**src/rtl/pws_pkg.sv**
```systemverilog
`timescale 1ns / 1ps
// shared constants, command and status types for the wavetable synth
// no dependencies
package pws_pkg;

	localparam int unsigned TABLE_SIZE   = 48000;
	localparam int unsigned VOICES       = 8;
	localparam int unsigned SINE_PEAK    = 8388607;
	localparam int unsigned MAX_VOLUME   = 15;
	localparam int unsigned COUNTER_WRAP = 48000;
	localparam int unsigned DIV_STEPS    = 28;

	localparam logic [7:0] BREAK_CODE    = 8'hF0;
	localparam logic [7:0] VOL_UP_CODE   = 8'h49;
	localparam logic [7:0] VOL_DOWN_CODE = 8'h41;

	localparam logic [7:0] KEY_CODES [8] = '{8'h1C, 8'h1B, 8'h23, 8'h2B,
		8'h3B, 8'h42, 8'h4B, 8'h4C};

	localparam logic [30:0] STEP_RESET [8] = '{31'd8572961, 31'd9622782,
		31'd10801250, 31'd11443503, 31'd12844925, 31'd14417920,
		31'd16183591, 31'd17145922};

	// sine polynomial, q30, horner order after the top term
	localparam logic [30:0] COEF_TOP = 31'd61;
	localparam logic [30:0] HORNER_COEF [6] = '{31'd3864, 31'd172272, 31'd5026995,
		31'd85569307, 31'd693598668, 31'd1686629713};

	// table position p = i * 2^32 / TABLE_SIZE split as integer and remainder parts
	localparam longint unsigned TWO_32      = 64'd1 << 32;
	localparam longint unsigned P_INT       = TWO_32 / TABLE_SIZE;
	localparam longint unsigned P_REM       = TWO_32 % TABLE_SIZE;
	localparam int unsigned     RECIP_SHIFT = 40;
	localparam longint unsigned RECIP       = (64'd1 << RECIP_SHIFT) / TABLE_SIZE;
	localparam longint unsigned PHASE_MOD   = 64'(TABLE_SIZE) * 64'd65536;

	typedef enum logic [4:0] {
		CMD_NONE,
		CMD_SCAN,
		CMD_START,
		CMD_IDX,
		CMD_P_INT,
		CMD_P_REM,
		CMD_Y_MUL,
		CMD_Q0_MUL,
		CMD_P_FIX,
		CMD_U,
		CMD_UU,
		CMD_H_INIT,
		CMD_H_MUL,
		CMD_H_SUB,
		CMD_S_MUL,
		CMD_PK_MUL,
		CMD_MAG,
		CMD_W_MUL,
		CMD_ACC,
		CMD_DIV_INIT,
		CMD_DIV_STEP,
		CMD_GAIN_MUL,
		CMD_OUT
	} cmd_op_t;

	typedef struct packed {
		cmd_op_t    op;
		logic [2:0] voice;
		logic       entry;
		logic [2:0] coef;
	} dp_cmd_t;

	typedef struct packed {
		logic [7:0] notes;
		logic       out_free;
	} dp_status_t;

endpackage

```
**src/rtl/pws_dp.sv**
```systemverilog
`timescale 1ns / 1ps
// datapath: voice state, sine evaluation, interpolation, mix divider, output register
// depends on pws_pkg
module pws_dp import pws_pkg::*; (
	input  logic               clk,
	input  logic               arst_n,
	input  logic               cfg_valid,
	input  logic [2:0]         cfg_index,
	input  logic [30:0]        cfg_data,
	input  logic [7:0]         scan_code,
	input  dp_cmd_t            cmd,
	output dp_status_t         status,
	output logic               out_valid,
	input  logic               out_ready,
	output logic signed [23:0] sample,
	output logic [7:0]         active_notes
);

	logic [30:0] step_q [8];
	logic [31:0] phase_q [8];
	logic [15:0] counter_q;
	logic [7:0]  notes_q;
	logic        rel_q;
	logic [3:0]  gain_q;

	logic [15:0]        i_q;
	logic [31:0]        pa_q;
	logic [30:0]        y_q;
	logic [15:0]        q0_q;
	logic [31:0]        p_q;
	logic [1:0]         quad_q;
	logic [30:0]        u_q;
	logic [30:0]        u2_q;
	logic [30:0]        t_q;
	logic [22:0]        mag_q;
	logic               neg_q;
	logic signed [43:0] acc_q;
	logic [27:0]        num_q;
	logic [3:0]         rem_q;
	logic               dsgn_q;
	logic [3:0]         n_q;
	logic [63:0]        prod_q;

	logic               out_valid_q;
	logic signed [23:0] sample_q;
	logic [7:0]         notes_out_q;

	logic [31:0] mul_a, mul_b;
	logic [31:0] cur_phase;
	logic [15:0] idx_cur, idx_inc;
	logic [16:0] weight;
	logic [31:0] rem_chk;
	logic [24:0] mag_rnd;
	logic [43:0] acc_abs;
	logic [4:0]  trial;
	logic [31:0] t_new;
	logic [31:0] gain_mag;
	logic        hit;
	logic [2:0]  hit_k;

	assign status.notes    = notes_q;
	assign status.out_free = !out_valid_q || out_ready;
	assign out_valid       = out_valid_q;
	assign sample          = sample_q;
	assign active_notes    = notes_out_q;

	assign cur_phase = phase_q[cmd.voice];
	assign idx_cur   = cur_phase[31:16];
	assign idx_inc   = (idx_cur + 16'd1 == 16'(TABLE_SIZE)) ? 16'd0 : idx_cur + 16'd1;
	assign weight    = cmd.entry ? {1'b0, cur_phase[15:0]} : 17'h10000 - {1'b0, cur_phase[15:0]};
	assign rem_chk   = {1'b0, y_q} - prod_q[31:0];
	assign mag_rnd   = 25'((prod_q[54:0] + 55'h2000_0000) >> 30);
	assign acc_abs   = acc_q[43] ? 44'(-acc_q) : 44'(acc_q);
	assign trial     = {rem_q, num_q[27]};
	assign t_new     = {1'b0, HORNER_COEF[cmd.coef]} - {1'b0, prod_q[60:30]};
	assign gain_mag  = prod_q[31:0];

	// one shared multiplier, operands picked by the command
	always_comb begin
		mul_a = '0;
		mul_b = '0;
		case (cmd.op)
			CMD_P_INT: begin
				mul_a = {16'd0, i_q};
				mul_b = 32'(P_INT);
			end
			CMD_P_REM: begin
				mul_a = {16'd0, i_q};
				mul_b = 32'(P_REM);
			end
			CMD_Y_MUL: begin
				mul_a = {1'b0, prod_q[30:0]};
				mul_b = 32'(RECIP);
			end
			CMD_Q0_MUL: begin
				mul_a = {16'd0, prod_q[55:40]};
				mul_b = 32'(TABLE_SIZE);
			end
			CMD_UU: begin
				mul_a = {1'b0, u_q};
				mul_b = {1'b0, u_q};
			end
			CMD_H_MUL: begin
				mul_a = {1'b0, u2_q};
				mul_b = {1'b0, t_q};
			end
			CMD_S_MUL: begin
				mul_a = {1'b0, u_q};
				mul_b = {1'b0, t_q};
			end
			CMD_PK_MUL: begin
				mul_a = {1'b0, prod_q[60:30]};
				mul_b = 32'(SINE_PEAK);
			end
			CMD_W_MUL: begin
				mul_a = {9'd0, mag_q};
				mul_b = {15'd0, weight};
			end
			CMD_GAIN_MUL: begin
				mul_a = (n_q != 4'd0) ? {4'd0, num_q} : 32'd0;
				mul_b = {28'd0, gain_q};
			end
			default: begin
				mul_a = '0;
				mul_b = '0;
			end
		endcase
	end

	always_comb begin
		hit   = 1'b0;
		hit_k = '0;
		for (int k = 0; k < int'(VOICES); k++) begin
			if (!hit && scan_code == KEY_CODES[k]) begin
				hit   = 1'b1;
				hit_k = 3'(k);
			end
		end
	end

	// payload work registers
	always_ff @(posedge clk) begin
		// product holds while idle so a scaled sample survives an output stall
		if (cmd.op != CMD_NONE) begin
			prod_q <= 64'(mul_a) * 64'(mul_b);
		end
		case (cmd.op)
			CMD_IDX:    i_q  <= cmd.entry ? idx_inc : idx_cur;
			CMD_P_REM:  pa_q <= prod_q[31:0];
			CMD_Y_MUL:  y_q  <= prod_q[30:0];
			CMD_Q0_MUL: q0_q <= prod_q[55:40];
			CMD_P_FIX:  p_q  <= pa_q + {16'd0, q0_q} + {31'd0, rem_chk >= 32'(TABLE_SIZE)};
			CMD_U: begin
				quad_q <= p_q[31:30];
				u_q    <= p_q[30] ? 31'h4000_0000 - {1'b0, p_q[29:0]} : {1'b0, p_q[29:0]};
			end
			CMD_H_INIT: begin
				u2_q <= prod_q[60:30];
				t_q  <= COEF_TOP;
			end
			CMD_H_SUB: t_q <= t_new[30:0];
			CMD_MAG: begin
				mag_q <= (mag_rnd > 25'(SINE_PEAK)) ? 23'(SINE_PEAK) : mag_rnd[22:0];
				neg_q <= quad_q[1];
			end
			CMD_DIV_INIT: begin
				num_q  <= acc_abs[43:16];
				dsgn_q <= acc_q[43];
				rem_q  <= '0;
				n_q    <= 4'($countones(notes_q));
			end
			CMD_DIV_STEP: begin
				if (trial >= {1'b0, n_q}) begin
					rem_q <= 4'(trial - {1'b0, n_q});
					num_q <= {num_q[26:0], 1'b1};
				end else begin
					rem_q <= trial[3:0];
					num_q <= {num_q[26:0], 1'b0};
				end
			end
			default: ;
		endcase
	end

	// voice state, configuration, accumulator and output register
	always_ff @(posedge clk or negedge arst_n) begin
		if (!arst_n) begin
			for (int k = 0; k < 8; k++) begin
				step_q[k]  <= STEP_RESET[k];
				phase_q[k] <= '0;
			end
			counter_q   <= '0;
			notes_q     <= '0;
			rel_q       <= 1'b0;
			gain_q      <= 4'd1;
			acc_q       <= '0;
			out_valid_q <= 1'b0;
			sample_q    <= '0;
			notes_out_q <= '0;
		end else begin
			if (cfg_valid) begin
				step_q[cfg_index] <= cfg_data;
			end
			if (out_valid_q && out_ready) begin
				out_valid_q <= 1'b0;
			end
			case (cmd.op)
				CMD_SCAN: begin
					if (hit) begin
						notes_q[hit_k] <= !rel_q;
						rel_q          <= 1'b0;
					end else if (scan_code == BREAK_CODE) begin
						rel_q <= 1'b1;
					end else if (scan_code == VOL_UP_CODE) begin
						if (!rel_q && gain_q < 4'(MAX_VOLUME)) begin
							gain_q <= gain_q + 4'd1;
						end
						rel_q <= 1'b0;
					end else if (scan_code == VOL_DOWN_CODE) begin
						if (!rel_q && gain_q != 4'd0) begin
							gain_q <= gain_q - 4'd1;
						end
						rel_q <= 1'b0;
					end
				end
				CMD_START: acc_q <= '0;
				CMD_ACC: begin
					if (neg_q) begin
						acc_q <= acc_q - $signed({4'd0, prod_q[39:0]});
					end else begin
						acc_q <= acc_q + $signed({4'd0, prod_q[39:0]});
					end
				end
				CMD_OUT: begin
					out_valid_q <= 1'b1;
					notes_out_q <= notes_q;
					if (dsgn_q) begin
						sample_q <= (gain_mag > 32'd8388608) ? 24'sh800000 : 24'(-gain_mag);
					end else begin
						sample_q <= (gain_mag > 32'd8388607) ? 24'sh7FFFFF : 24'(gain_mag);
					end
					if (17'(counter_q) + 17'd1 >= 17'(COUNTER_WRAP)) begin
						counter_q <= '0;
						for (int k = 0; k < 8; k++) begin
							phase_q[k] <= '0;
						end
					end else begin
						counter_q <= counter_q + 16'd1;
						for (int k = 0; k < 8; k++) begin
							if ({1'b0, phase_q[k]} + {2'b0, step_q[k]} >= 33'(PHASE_MOD)) begin
								phase_q[k] <= 32'({1'b0, phase_q[k]} + {2'b0, step_q[k]}
									- 33'(PHASE_MOD));
							end else begin
								phase_q[k] <= phase_q[k] + {1'b0, step_q[k]};
							end
						end
					end
				end
				default: ;
			endcase
		end
	end

endmodule

```
**config.mk**
```make
export PLATFORM = sky130hd
export DESIGN_NAME = pws_dp
export DESIGN_NICKNAME = d
export VERILOG_FILES = /design/src/rtl/pws_pkg.sv /design/src/rtl/pws_dp.sv
export SDC_FILE = /design/constraint.sdc
export NUM_CORES = 2
export LEC_CHECK = 0
export ABC_CLOCK_PERIOD_IN_PS = 12600
export BUFFER_PORTS_ARGS = -buffer_cell sky130_fd_sc_hd__buf_2
export CORE_ASPECT_RATIO = 0.7
export CORE_MARGIN = 10
export CORE_UTILIZATION = 45
export CTS_CLUSTER_SIZE = 28
export DETAILED_ROUTE_END_ITERATION = 16
export GPL_TIMING_DRIVEN = 0
export PLACE_DENSITY = 0.63
export SYNTH_ARGS = -nofsm -noshare
export SYNTH_HDL_FRONTEND = slang
export SYNTH_SLANG_ARGS = --single-unit
```
**constraint.sdc**
```tcl
create_clock -name clk -period 12.6 [get_ports clk]
set_clock_uncertainty 0.1 [all_clocks]
set_input_delay 1.26 -clock clk [delete_from_list [all_inputs] [get_ports clk]]
set_output_delay 1.26 -clock clk [all_outputs]
set_load 0.01 [all_outputs]
```
==> run metrics <==
outcome finished, violations left; failing checks max-capacitance violations, max-slew violations; Synth cell types 95; Worst Setup End Kind flop; CP max FO 10; Initial Utilization 45.20%; area leader, netlist fa_1; top post-synthesis cells by area fa_1 18%, dfrtp_1 14%, edfxtp_1 11%; RSZ-0062 raised after global routing true; Synth Flop Type dfrtp_1; Post-Synth Adder-Cell Area 26.41%; setup violators final 0; post-synthesis compound-gate area fraction 15.45%; Vias/cell 6.501; final wirelength 451.2 mm; Final Power 20.04 mW; final worst path period share 99.14%; R2R cell count 36; Routed WL per cell 33.80 um; number of synthesized flops with an enable pin 343; Net Count, Synth 11.72k; met1 WL 200.6 mm; Routed Antenna Nets 0; synth-to-layout area growth 10.17%; Yosys warnings 0; WP depth 42; mux cell area share after synthesis 5.261%; Int Pwr 10.04 mW; Clock Tree Buf Depth 3; CP max stage delay 0.57 ns; routed length on met2 150.9 mm; initial antenna violation count 70; CP Buf/Inv Count 14; switching share of power 49.92%; pin count of the biggest net entering global routing 106; CTS Sinks 953; max layer used met5; shortest clock period the worst path allows after layout 12.49 ns; Top delay family on crit path adder cells; Worst Path Class, Setup primary input to flop; main combinational cell family by area after synthesis adder cells; register area share after synthesis 26.97%; Detailed Route Iter0 Violations 13.78k; max-slew violations 39; I/O pins 100; fillers 19.84k; nature of the critical path startpoint primary input; required time of the critical path 12.99 ns; Sw Pwr 10.01 mW; CTS Buf Count 107; max-cap violation count 7; Root Driver clkbuf_16; Worst Hold Class flop to flop; die footprint 230700 um^2; number of cell rows 141; first-pass GRT wire length 629.5 mm; CP max-delay cell fa_1; met3 WL 83.66 mm; CP most frequent cell fa_1; Total GRT Usage 38.16%; worst-margin pin slew 1.687 ns; GRT overflow 0; Clk pin slew, worst setup/hold paths 0.06 ns; Comb pwr share 56.5%; Post-route DRC 0; CP arrival 12.88 ns; pwr dens 191.0 nW/um^2; post-detail-place hpwl 370.0 mm; final hold vios 0; hold_buf cts 0; commonest non-fill, non-tap cell in the layout nand2_1; commonest cells after routing, fill and taps aside 1220 x nand2_1, 1120 x inv_1, 854 x fa_1, 749 x nor2_1, 642 x ha_1; #FFs+latches synth 953; final core occ 49.80%; vias in the first global route 81.13k; share of the synthesized area in the top cell type 17.98%; core area 210600 um^2; nets 11.98k; PortBufs 92; Avg Cell Area, Syn 9.368 um^2; worst skew pair latency 0.80 ns; Syn Std Cell Area 95220 um^2; Synth async-reset ratio 64.01%; Clk network pwr share 17.2%; Max Fclk 80.05 MHz; Simple-Gate Fraction of Synth Area 14.94%; Die Width 569.8 um; gpl congestion 1.127; Hold Crit Depth 0; routed vias 86.79k; worst vdd ir 0.1312 mV; share of post-route cells with drive strength above 1 10.29%; H-tree Lvls 3; Die H 404.9 um; Post-Synthesis Cells 10.16k; Pre-Repair DR Iteration Count 9; Synth Area in XOR/XNOR 4.682%; Leakage 46.65 nW; CTS tree yes; Seq pwr share 26.3%; Slew HR -12.47%
## power by group through the flow
stage                     Combinational (mW)  Sequential (mW)  Clock (mW)
after floorplan                         7.65             4.51           0
after global placement                  10.6             5.22           0
after detailed placement                10.7             5.22           0
after CTS                               10.8             5.17        3.46
after global routing                    12.2             5.27        3.56
final                                   11.3             5.28        3.44
## worst paths after layout
path,slack (ns),start,to
worst max-delay path,0.11,cmd[5],prod_q[42]
min in group asynchronous,0.37,arst_n,step_q[133]
worst min register to register,0.34,quad_q[1],neg_q
worst min-delay path,0.34,quad_q[1],neg_q
max in group asynchronous,10.37,arst_n,sample[15]
worst max register to register,0.48,prod_q[11],prod_q[42]
## cells by family (layout without fill, tap and decap cells)
| group | count (synthesis) | count (layout) |
|---|---|---|
| muxes | 388 | 388 |
| DFF | 953 | 953 |
| buffers and inverters | 1588 | 1946 |
| AOI/OAI and AO/OA | 2144 | 2144 |
| xor gates and xnor gates | 509 | 509 |
| and+or+nand+nor | 3085 | 3085 |
| adders and majority gates | 1497 | 1497 |
| other | 0 | 39 |
## metrics by stage
step / setup WS, ns / hold WS [ns] / TNS, ns / cells / instance area, um^2
2_1_floorplan: 0.3929 / 0.3003 / 0 / 10164 / 95220
3_3_place_gp: -6.368 / 0.3075 / -2005.83 / 13044 / 99170
3_5_place_dp: -4.761 / 0.3287 / -156.04 / 13094 / 100100
4_1_cts: 0.001183 / 0.3376 / 0 / 13296 / 104300
5_1_grt: -0.01630 / 0.3424 / -0.01630 / 13324 / 104800
6_report: 0.1081 / 0.3370 / 0 / 13349 / 104900
## worst register-to-register path, delay by kind of cell, from the launching register on
family	cells	cell delay, ns
buffers and inverters	11	2.64
multiplexers	1	0.30
XOR/XNOR	1	0.15
flip-flops	1	0.82
adder cells (fa/ha/maj)	9	4.63
AND/OR/NAND/NOR	4	0.76
AO/OA/AOI/OAI	10	2.44
## Yosys cell counts, types with 91 or more instances
cell,number
dfstp_2,91
a211oi_1,100
nand2_1,1221
fa_1,855
and2_1,111
a21o_1,194
clkbuf_1,415
nand4_1,98
a22o_1,163
o21ai_0,414
nor2_1,755
a21oi_1,464
nand3_1,184
mux2_2,260
inv_1,1120
dfrtp_1,519
edfxtp_1,343
ha_1,642
xnor2_1,318
nor3_1,191
xor2_1,191
## flip-flops by register name, indices dropped and copies added, names as in the netlist, 23 cells and up
name,cells
prod_q,61
sample,24
num_q,28
step_q,248
pa_q,32
y_q,31
u2_q,31
phase_q,256
mag_q,23
acc_q,44
p_q,32
t_q,31
u_q,31
## what timing repair did
action	4_1_cts	5_1_grt
setup endpoints to repair	48	21
resized for setup	165	191
gates cloned	0	0
pin swaps	5	7
buffers inserted	8	16
## final cells by class
class / count / area (um^2) / share of cell area, %
antenna: 39 / 97.59 / 0.09303
buffer: 448 / 2083 / 1.986
clock buffer: 150 / 3044 / 2.902
clock inverter: 53 / 650.6 / 0.6202
inverter: 1126 / 4234 / 4.036
multi-input combinational: 7623 / 64210 / 61.20
sequential: 953 / 25680 / 24.48
tap: 2788 / 3488 / 3.325
timing repair buffer: 169 / 1426 / 1.360
## routing by layer
layer	vias to the layer above	GRT usage (%)
li1	35952	-
met1	43642	58.29
met2	6365	43.69
met3	791	21.58
met5	-	1.893
met4	38	10.53
(Power assumes the default switching activity.)
