### src/rtl/pws_pkg.sv
`timescale 1ns / 1ps
// shared constants, command and status types for the wavetable synth
// no dependencies
package pws_pkg;

	localparam int unsigned TABLE_SIZE   = 48000;
	localparam int unsigned VOICES       = 8;
	localparam int unsigned SINE_PEAK    = 8388607;
	localparam int unsigned MAX_VOLUME   = 15;
	localparam int unsigned COUNTER_WRAP = 48000;
	localparam int unsigned DIV_STEPS    = 28;

	localparam logic [7:0] BREAK_CODE    = 8'hF0;
	localparam logic [7:0] VOL_UP_CODE   = 8'h49;
	localparam logic [7:0] VOL_DOWN_CODE = 8'h41;

	localparam logic [7:0] KEY_CODES [8] = '{8'h1C, 8'h1B, 8'h23, 8'h2B,
		8'h3B, 8'h42, 8'h4B, 8'h4C};

	localparam logic [30:0] STEP_RESET [8] = '{31'd8572961, 31'd9622782,
		31'd10801250, 31'd11443503, 31'd12844925, 31'd14417920,
		31'd16183591, 31'd17145922};

	// sine polynomial, q30, horner order after the top term
	localparam logic [30:0] COEF_TOP = 31'd61;
	localparam logic [30:0] HORNER_COEF [6] = '{31'd3864, 31'd172272, 31'd5026995,
		31'd85569307, 31'd693598668, 31'd1686629713};

	// table position p = i * 2^32 / TABLE_SIZE split as integer and remainder parts
	localparam longint unsigned TWO_32      = 64'd1 << 32;
	localparam longint unsigned P_INT       = TWO_32 / TABLE_SIZE;
	localparam longint unsigned P_REM       = TWO_32 % TABLE_SIZE;
	localparam int unsigned     RECIP_SHIFT = 40;
	localparam longint unsigned RECIP       = (64'd1 << RECIP_SHIFT) / TABLE_SIZE;
	localparam longint unsigned PHASE_MOD   = 64'(TABLE_SIZE) * 64'd65536;

	typedef enum logic [4:0] {
		CMD_NONE,
		CMD_SCAN,
		CMD_START,
		CMD_IDX,
		CMD_P_INT,
		CMD_P_REM,
		CMD_Y_MUL,
		CMD_Q0_MUL,
		CMD_P_FIX,
		CMD_U,
		CMD_UU,
		CMD_H_INIT,
		CMD_H_MUL,
		CMD_H_SUB,
		CMD_S_MUL,
		CMD_PK_MUL,
		CMD_MAG,
		CMD_W_MUL,
		CMD_ACC,
		CMD_DIV_INIT,
		CMD_DIV_STEP,
		CMD_GAIN_MUL,
		CMD_OUT
	} cmd_op_t;

	typedef struct packed {
		cmd_op_t    op;
		logic [2:0] voice;
		logic       entry;
		logic [2:0] coef;
	} dp_cmd_t;

	typedef struct packed {
		logic [7:0] notes;
		logic       out_free;
	} dp_status_t;

endpackage

### src/rtl/pws_ctrl.sv
`timescale 1ns / 1ps
// sequencer for the synth: walks voices, table entries and the divider
// depends on pws_pkg
module pws_ctrl import pws_pkg::*; (
	input  logic       clk,
	input  logic       arst_n,
	input  logic       in_valid,
	input  logic       op,
	output logic       in_ready,
	input  dp_status_t status,
	output dp_cmd_t    cmd
);

	typedef enum logic [2:0] {
		ST_IDLE,
		ST_VOICE,
		ST_ENTRY,
		ST_DIV_INIT,
		ST_DIV,
		ST_GAIN,
		ST_OUT
	} state_t;

	localparam logic [4:0] STEP_H_FIRST = 5'd9;
	localparam logic [4:0] STEP_H_LAST  = 5'd20;
	localparam logic [4:0] STEP_LAST    = 5'd25;

	state_t     state_q;
	logic [3:0] voice_q;
	logic       entry_q;
	logic [4:0] step_q;
	logic [4:0] div_q;
	logic [4:0] coef_off;

	assign in_ready = (state_q == ST_IDLE);
	assign coef_off = (step_q - 5'd10) >> 1;

	always_comb begin
		cmd.op    = CMD_NONE;
		cmd.voice = voice_q[2:0];
		cmd.entry = entry_q;
		cmd.coef  = coef_off[2:0];
		case (state_q)
			ST_IDLE: begin
				if (in_valid) begin
					cmd.op = op ? CMD_START : CMD_SCAN;
				end
			end
			ST_ENTRY: begin
				case (step_q) inside
					5'd0:  cmd.op = CMD_IDX;
					5'd1:  cmd.op = CMD_P_INT;
					5'd2:  cmd.op = CMD_P_REM;
					5'd3:  cmd.op = CMD_Y_MUL;
					5'd4:  cmd.op = CMD_Q0_MUL;
					5'd5:  cmd.op = CMD_P_FIX;
					5'd6:  cmd.op = CMD_U;
					5'd7:  cmd.op = CMD_UU;
					5'd8:  cmd.op = CMD_H_INIT;
					[STEP_H_FIRST:STEP_H_LAST]: cmd.op = step_q[0] ? CMD_H_MUL : CMD_H_SUB;
					5'd21: cmd.op = CMD_S_MUL;
					5'd22: cmd.op = CMD_PK_MUL;
					5'd23: cmd.op = CMD_MAG;
					5'd24: cmd.op = CMD_W_MUL;
					5'd25: cmd.op = CMD_ACC;
					default: cmd.op = CMD_NONE;
				endcase
			end
			ST_DIV_INIT: cmd.op = CMD_DIV_INIT;
			ST_DIV:      cmd.op = CMD_DIV_STEP;
			ST_GAIN:     cmd.op = CMD_GAIN_MUL;
			ST_OUT: begin
				if (status.out_free) begin
					cmd.op = CMD_OUT;
				end
			end
			default: cmd.op = CMD_NONE;
		endcase
	end

	always_ff @(posedge clk or negedge arst_n) begin
		if (!arst_n) begin
			state_q <= ST_IDLE;
			voice_q <= '0;
			entry_q <= 1'b0;
			step_q  <= '0;
			div_q   <= '0;
		end else begin
			case (state_q)
				ST_IDLE: begin
					if (in_valid && op) begin
						voice_q <= '0;
						state_q <= ST_VOICE;
					end
				end
				ST_VOICE: begin
					if (voice_q == 4'(VOICES)) begin
						state_q <= ST_DIV_INIT;
					end else if (status.notes[voice_q[2:0]]) begin
						entry_q <= 1'b0;
						step_q  <= '0;
						state_q <= ST_ENTRY;
					end else begin
						voice_q <= voice_q + 4'd1;
					end
				end
				ST_ENTRY: begin
					if (step_q == STEP_LAST) begin
						step_q <= '0;
						if (entry_q) begin
							voice_q <= voice_q + 4'd1;
							state_q <= ST_VOICE;
						end else begin
							entry_q <= 1'b1;
						end
					end else begin
						step_q <= step_q + 5'd1;
					end
				end
				ST_DIV_INIT: begin
					div_q   <= '0;
					state_q <= ST_DIV;
				end
				ST_DIV: begin
					if (div_q == 5'(DIV_STEPS - 1)) begin
						state_q <= ST_GAIN;
					end else begin
						div_q <= div_q + 5'd1;
					end
				end
				ST_GAIN: state_q <= ST_OUT;
				ST_OUT: begin
					if (status.out_free) begin
						state_q <= ST_IDLE;
					end
				end
				default: state_q <= ST_IDLE;
			endcase
		end
	end

endmodule

### config.mk
export PLATFORM = sky130hd
export DESIGN_NAME = pws_ctrl
export DESIGN_NICKNAME = d
export VERILOG_FILES = /design/src/rtl/pws_pkg.sv /design/src/rtl/pws_ctrl.sv
export SDC_FILE = /design/constraint.sdc
export NUM_CORES = 1
export LEC_CHECK = 0
export BUFFER_PORTS_ARGS = -buffer_cell sky130_fd_sc_hd__buf_2
export CORE_MARGIN = 2
export CORE_UTILIZATION = 45
export CTS_BUF_LIST = sky130_fd_sc_hd__clkbuf_4
export CTS_CLUSTER_DIAMETER = 100
export CTS_CLUSTER_SIZE = 16
export DETAILED_ROUTE_END_ITERATION = 16
export PLACE_DENSITY = 0.66
export SKIP_CTS_REPAIR_TIMING = 1
export SLEW_MARGIN = 20
export SYNTH_ARGS = -nofsm -noshare
export SYNTH_HDL_FRONTEND = slang
export SYNTH_SLANG_ARGS = --single-unit
### constraint.sdc
create_clock -name clk -period 3.7 [get_ports clk]
set_clock_uncertainty 0.15 [all_clocks]
set_input_delay 0.555 -clock clk [delete_from_list [all_inputs] [get_ports clk]]
set_output_delay 0.555 -clock clk [all_outputs]
set_load 0.01 [all_outputs]
==> flow_metrics.py, run 1 <==
metrics = {
    "status": {
        "status": "completed",
    },
    "drt": {
        "wl_per_cell_um": 13.2,
        "routed_wl_um": 3600,
        "drc_errors": 0,
        "viasPerCell": 5.60,
        "num_vias": 1523,
        "first_pass_iters": 4,
        "first_iter_violations": 79,
        "antenna_left": 0,
    },
    "cts": {
        "h-tree-depth": 1,
        "clock_latency_ns": 0.30,
        "cts.path.max_buffers": 2,
        "clock_sinks": 18,
        "cts-buffers-inserted": 3,
        "cts_tree": "done",
        "root_buffer": "clkbuf_4",
        "clk_pin_slew_ns": 0.11,
    },
    "finish": {
        "design_area_um2": 1770,
        "fillers": 354,
        "area_growth_pct": 8.91,
        "drive_gt1_share_pct": 15.5,
        "layout.nets": 251,
        "diodes": 0,
    },
    "sta": {
        "layout_setup_ws_ns": 0.541,
        "fin_crit_ns": 3.16,
        "finalHoldWorstSlack_ns": 0.0263,
        "min_period_over_period_pct": 85.4,
        "worst_pin_slew_ns": 0.633,
        "hold_violations": 0,
        "final_max_slew_viol_count": 0,
        "maxSlewHeadroom_pct": 57.5,
        "finalSetupViolCount": 0,
        "tns_ns": 0,
        "grt_setup_unrepaired": "no",
        "fmax_mhz": 317,
    },
    "synth": {
        "ys_warn_count": 0,
        "yosysTopAreaCell": "dfrtp_1",
        "synth_fp_nets": 234,
        "synth-seq-cells": 18,
        "netlist_top_cells_area": "dfrtp_1, ha_1, o21ai_0, nand2_1, a21oi_1",
        "synth_cell_types": 47,
        "synth.most_common_cell": "nand2_1",
        "avgSynthCellArea_um2": 7.76,
        "synth_edf_count": 0,
        "synthesis.area_um2": 1630,
        "synth_seq_area_share_pct": 27.6,
        "syn_inst": 210,
        "ys_top_cells_by_count": "nand2_1, o21ai_0, dfrtp_1",
        "async_flop_share_pct": 100,
        "ys.flop_type": "dfrtp_1",
        "yosysTopAreaCellShare_pct": 27.6,
    },
    "floorplanning": {
        "row_count": 21,
        "die_x_um": 64.2,
        "dieArea_um2": 4120,
        "die_h_um": 64.2,
        "start_util_pct": 47.7,
        "io_pins": 26,
        "core_um2": 3420,
    },
    "global_routing": {
        "grt_antenna_before_repair": 0,
        "grt_pass1_vias": 1373,
        "grt_pass1_wl_um": 6290,
        "grt_usage_pct": 19.2,
        "grt_overflow": 0,
        "grt_max_degree": 21,
    },
    "min_path": {
        "min_path_type": "input pin to asynchronous set/reset pin",
    },
    "setup_path": {
        "crit_arrival_ns": 2.45,
        "cp_data_required_time_ns": 2.99,
        "max_stage_delay_ns": 0.65,
        "crit_fanout": 17,
        "worstSetupEndpointType": "output port",
        "cp-start-kind": "flip-flop",
        "path_delay_family": "compound AO/OA/AOI/OAI gates",
        "crit_buf_inv": 2,
        "path_cells": "inv_1, ha_1, a2111oi_0, nor3_1, o311a_1, a21oi_1, buf_2",
        "critPathKind": "flip-flop to output port",
        "slowest_stage": "dfrtp_1",
    },
    "power": {
        "p_per_area_nw_per_um2": 785,
        "p_leak_uw": 0.000807,
        "ir_drop_v": 0.000305,
        "power_uw": 1390,
    },
    "placed_design": {
        "gp_congestion": 0.824,
        "hpwl_um": 2730,
        "io_buffers": 25,
        "dp_slack_ns": 0.848,
        "place_area_um2": 1750,
    },
    "flow_run": {
        "cap_violations": 0,
    },
}
layout by cell type (no fill, tap or decap), types with 4 or more instances in the layout:
master,netlist,layout
buf_2,0,25
nand2b_1,7,7
ha_1,11,11
nand3_1,11,11
nand4_1,4,4
nor2b_1,5,5
inv_1,13,13
nor2_1,13,13
nand2_1,27,27
a21oi_1,14,14
o21ai_0,22,22
nor3_1,4,4
dfrtp_1,18,18
worst reg2reg max path, delay by kind of cell, from the launching register on:
kind            cells  cell delay, ns
compound gates      1            0.41
fa+ha+maj           1            0.32
simple gates        3            0.48
mux                 1            0.36
flops               1            0.44
buf+inv             1            0.17
metal layers:
| layer | track usage, % | part of all wire, % |
|---|---|---|
| met5 | 0 | 0 |
| met3 | 3.87 | 4.7 |
| met2 | 30.3 | 43 |
| met1 | 26.6 | 51 |
| met4 | 5.59 | 0.97 |
registers in the layout, summed over array words and instances, names as in the netlist:
register and cells:
div_q 5, entry_q 1, state_q 3, step_q 5
voice_q 4
layout make-up:
class	count	area [um^2]	area share, %
Timing Repair Buffer	25	125	7.05
Clock buffer	3	22.5	1.27
Inverter	13	48.8	2.75
Clock inverter	1	3.75	0.212
Tap cell	46	57.6	3.24
Multi-Input combinational cell	166	1070	60.1
Sequential cell	18	450	25.4
report_power, final:
group          internal [uW]  switching (uW)  total (uW)
combinational            369             488         857
sequential               266             167         432
clock                   39.3            64.2         104
total                    674             718        1390
worst paths after layout:
path / cells past startpoint / slack, ns / from / endpoint
worst max-delay path: 7 / 0.54 / step_q[2] / cmd[7]
min in group clk: 1 / 0.39 / div_q[0] / div_q[0]
worst min register to register: 1 / 0.39 / div_q[0] / div_q[0]
worst max register to register: 7 / 1.27 / step_q[1] / voice_q[0]
max in group asynchronous: 1 / 3.07 / arst_n / div_q[3]
worst min-delay path: 1 / 0.03 / arst_n / step_q[1]
metrics by stage:
stage                     cells  utilization (%)
after floorplan             210                -
after global placement      268             51.2
after detailed placement    268             51.2
after CTS                   272             51.9
after global routing        272             51.9
final                       272             51.9
cells by family (layout without fill, tap and decap cells):
logic type / count (synthesis) / count (layout) / synth area share (%)
flops: 18 / 18 / 27.6
compound gates: 60 / 60 / 23.0
mux: 6 / 6 / 5.38
xor+xnor: 3 / 3 / 1.61
buf+inv: 26 / 42 / 6.91
simple gates: 86 / 86 / 27.0
fa+ha+maj: 11 / 11 / 8.45
Power figures use the tool's default switching activity.
==> inputs of run 2 (changes only) <==
--- a/config.mk
+++ b/config.mk
@@ -7,12 +7,11 @@
 export LEC_CHECK = 0
 export BUFFER_PORTS_ARGS = -buffer_cell sky130_fd_sc_hd__buf_2
 export CORE_MARGIN = 2
-export CORE_UTILIZATION = 45
+export CORE_UTILIZATION = 35
 export CTS_BUF_LIST = sky130_fd_sc_hd__clkbuf_4
 export CTS_CLUSTER_DIAMETER = 100
 export CTS_CLUSTER_SIZE = 16
 export DETAILED_ROUTE_END_ITERATION = 16
-export PLACE_DENSITY = 0.66
 export SKIP_CTS_REPAIR_TIMING = 1
 export SLEW_MARGIN = 20
 export SYNTH_ARGS = -nofsm -noshare
==> flow_metrics.py, run 2 (same netlist as run 1, synthesis figures left out) <==
metrics = {
    "status": {
        "status": "completed",
    },
    "cts": {
        "clk_pin_slew_ns": 0.12,
        "cts_tree": "done",
        "cts-buffers-inserted": 3,
        "clock_latency_ns": 0.30,
        "root_buffer": "clkbuf_4",
        "clock_sinks": 18,
        "h-tree-depth": 1,
        "cts.path.max_buffers": 2,
    },
    "setup_path": {
        "crit_fanout": 17,
        "cp_data_required_time_ns": 2.99,
        "startpoint": "step_q[2]",
        "r2r-start": "step_q[1]",
        "slowest_stage": "dfrtp_1",
        "path_cells": "inv_1, ha_1, a2111oi_0, nor3_1, o311a_1, a21oi_1, buf_2",
        "critPathKind": "flip-flop to output port",
        "max_stage_delay_ns": 0.64,
        "crit_arrival_ns": 2.45,
        "cp-start-kind": "flip-flop",
        "worstSetupEndpointType": "output port",
        "reg2reg_depth": 7,
    },
    "global_routing": {
        "grt_pass1_vias": 1409,
        "grt_antenna_before_repair": 0,
        "grt_max_degree": 21,
        "grt_overflow": 0,
        "grt_usage_pct": 15.7,
        "grt_pass1_wl_um": 6580,
    },
    "sta": {
        "fin_crit_ns": 3.15,
        "maxSlewHeadroom_pct": 60.2,
        "grt_setup_unrepaired": "no",
        "fmax_mhz": 317,
        "hold_violations": 0,
        "tns_ns": 0,
        "final_max_slew_viol_count": 0,
        "min_period_over_period_pct": 85.2,
        "worst_pin_slew_ns": 0.593,
        "finalSetupViolCount": 0,
    },
    "placed_design": {
        "dp.cells": 274,
        "io_buffers": 25,
        "hpwl_um": 2940,
        "place_area_um2": 1760,
        "gp_congestion": 0.861,
    },
    "finish": {
        "fin_cells": 278,
        "area_growth_pct": 9.37,
        "reg.largest.list": "div_q (5), step_q (5), voice_q (4)",
        "final_common_cell": "nand2_1",
        "drive_gt1_share_pct": 15.5,
        "final_cell_mix": "nand2_1, buf_2, o21ai_0",
        "design_area_um2": 1780,
        "diodes": 0,
        "layout.nets": 251,
    },
    "floorplanning": {
        "io_pins": 26,
        "start_util_pct": 36.9,
        "row_count": 24,
        "die_h_um": 72.2,
        "dieArea_um2": 5220,
        "core_um2": 4410,
        "die_x_um": 72.2,
    },
    "power": {
        "p_leak_uw": 0.000807,
        "ir_drop_v": 0.000292,
        "p_per_area_nw_per_um2": 788,
        "power_uw": 1400,
    },
    "drt": {
        "wl_per_cell_um": 13.9,
        "routed_wl_um": 3870,
        "first_pass_iters": 4,
        "antenna_left": 0,
        "num_vias": 1559,
        "viasPerCell": 5.61,
        "drc_errors": 0,
        "first_iter_violations": 175,
    },
    "flow_run": {
        "cap_violations": 0,
    },
    "min_path": {
        "min_path_type": "input pin to asynchronous set/reset pin",
    },
}
==> run 2: path summary, 6_finish.rpt <==
| path | to | slack (ns) |
|---|---|---|
| worst min-delay path | voice_q[1] | 0.03 |
| worst min register to register | div_q[1] | 0.41 |
| worst max-delay path | cmd[7] | 0.55 |
| worst max register to register | voice_q[0] | 1.29 |
| min in group clk | div_q[1] | 0.41 |
| max in group asynchronous | step_q[2] | 3.06 |
==> run 2: worst max-delay path, delay by kind of cell (launching register included) <==
| kind | cells | cell delay (ns) |
|---|---|---|
| DFF | 1 | 0.64 |
| buffers and inverters | 2 | 0.32 |
| AOI/OAI and AO/OA | 3 | 0.83 |
| adders and majority gates | 1 | 0.26 |
| and+or+nand+nor | 1 | 0.11 |
==> run 2: area by class of cell <==
class                           instances  area [um^2]
Fill cell                             487         2630
Multi-Input combinational cell        166         1070
Sequential cell                        18          450
Timing Repair Buffer                   25          125
Tap cell                               52         65.1
Inverter                               13         48.8
Clock buffer                            3         22.5
Clock inverter                          1         3.75
==> run 2: metal layers <==
| metal | GRT usage [%] | part of all wire, % | routed length [um] | up-vias |
|---|---|---|---|---|
| met5 | 0 | 0 | 0 | - |
| met4 | 4.61 | 0.96 | 37 | 0 |
| met3 | 2.08 | 3.5 | 137 | 4 |
| met2 | 23.1 | 43 | 1660 | 38 |
| met1 | 23.8 | 53 | 2030 | 738 |
| li1 | - | - | - | 779 |
==> run 2: report_power, final <==
part           total (uW)  leakage, uW  internal, uW  switching, uW
combinational         864     0.000558           368            496
sequential            435     0.000234           266            169
clock                 104    0.0000154          39.3           64.7
total                1400     0.000807           673            730
==> run 2: through the flow <==
step,hold slack (ns),worst slack [ns],utilization [%]
2_1_floorplan,0.109,1.08,-
3_5_place_dp,0.374,0.861,39.8
3_3_place_gp,0.363,0.888,39.8
6_report,0.0257,0.546,40.4
5_1_grt,0.0376,0.389,40.4
4_1_cts,0.0379,0.518,40.4
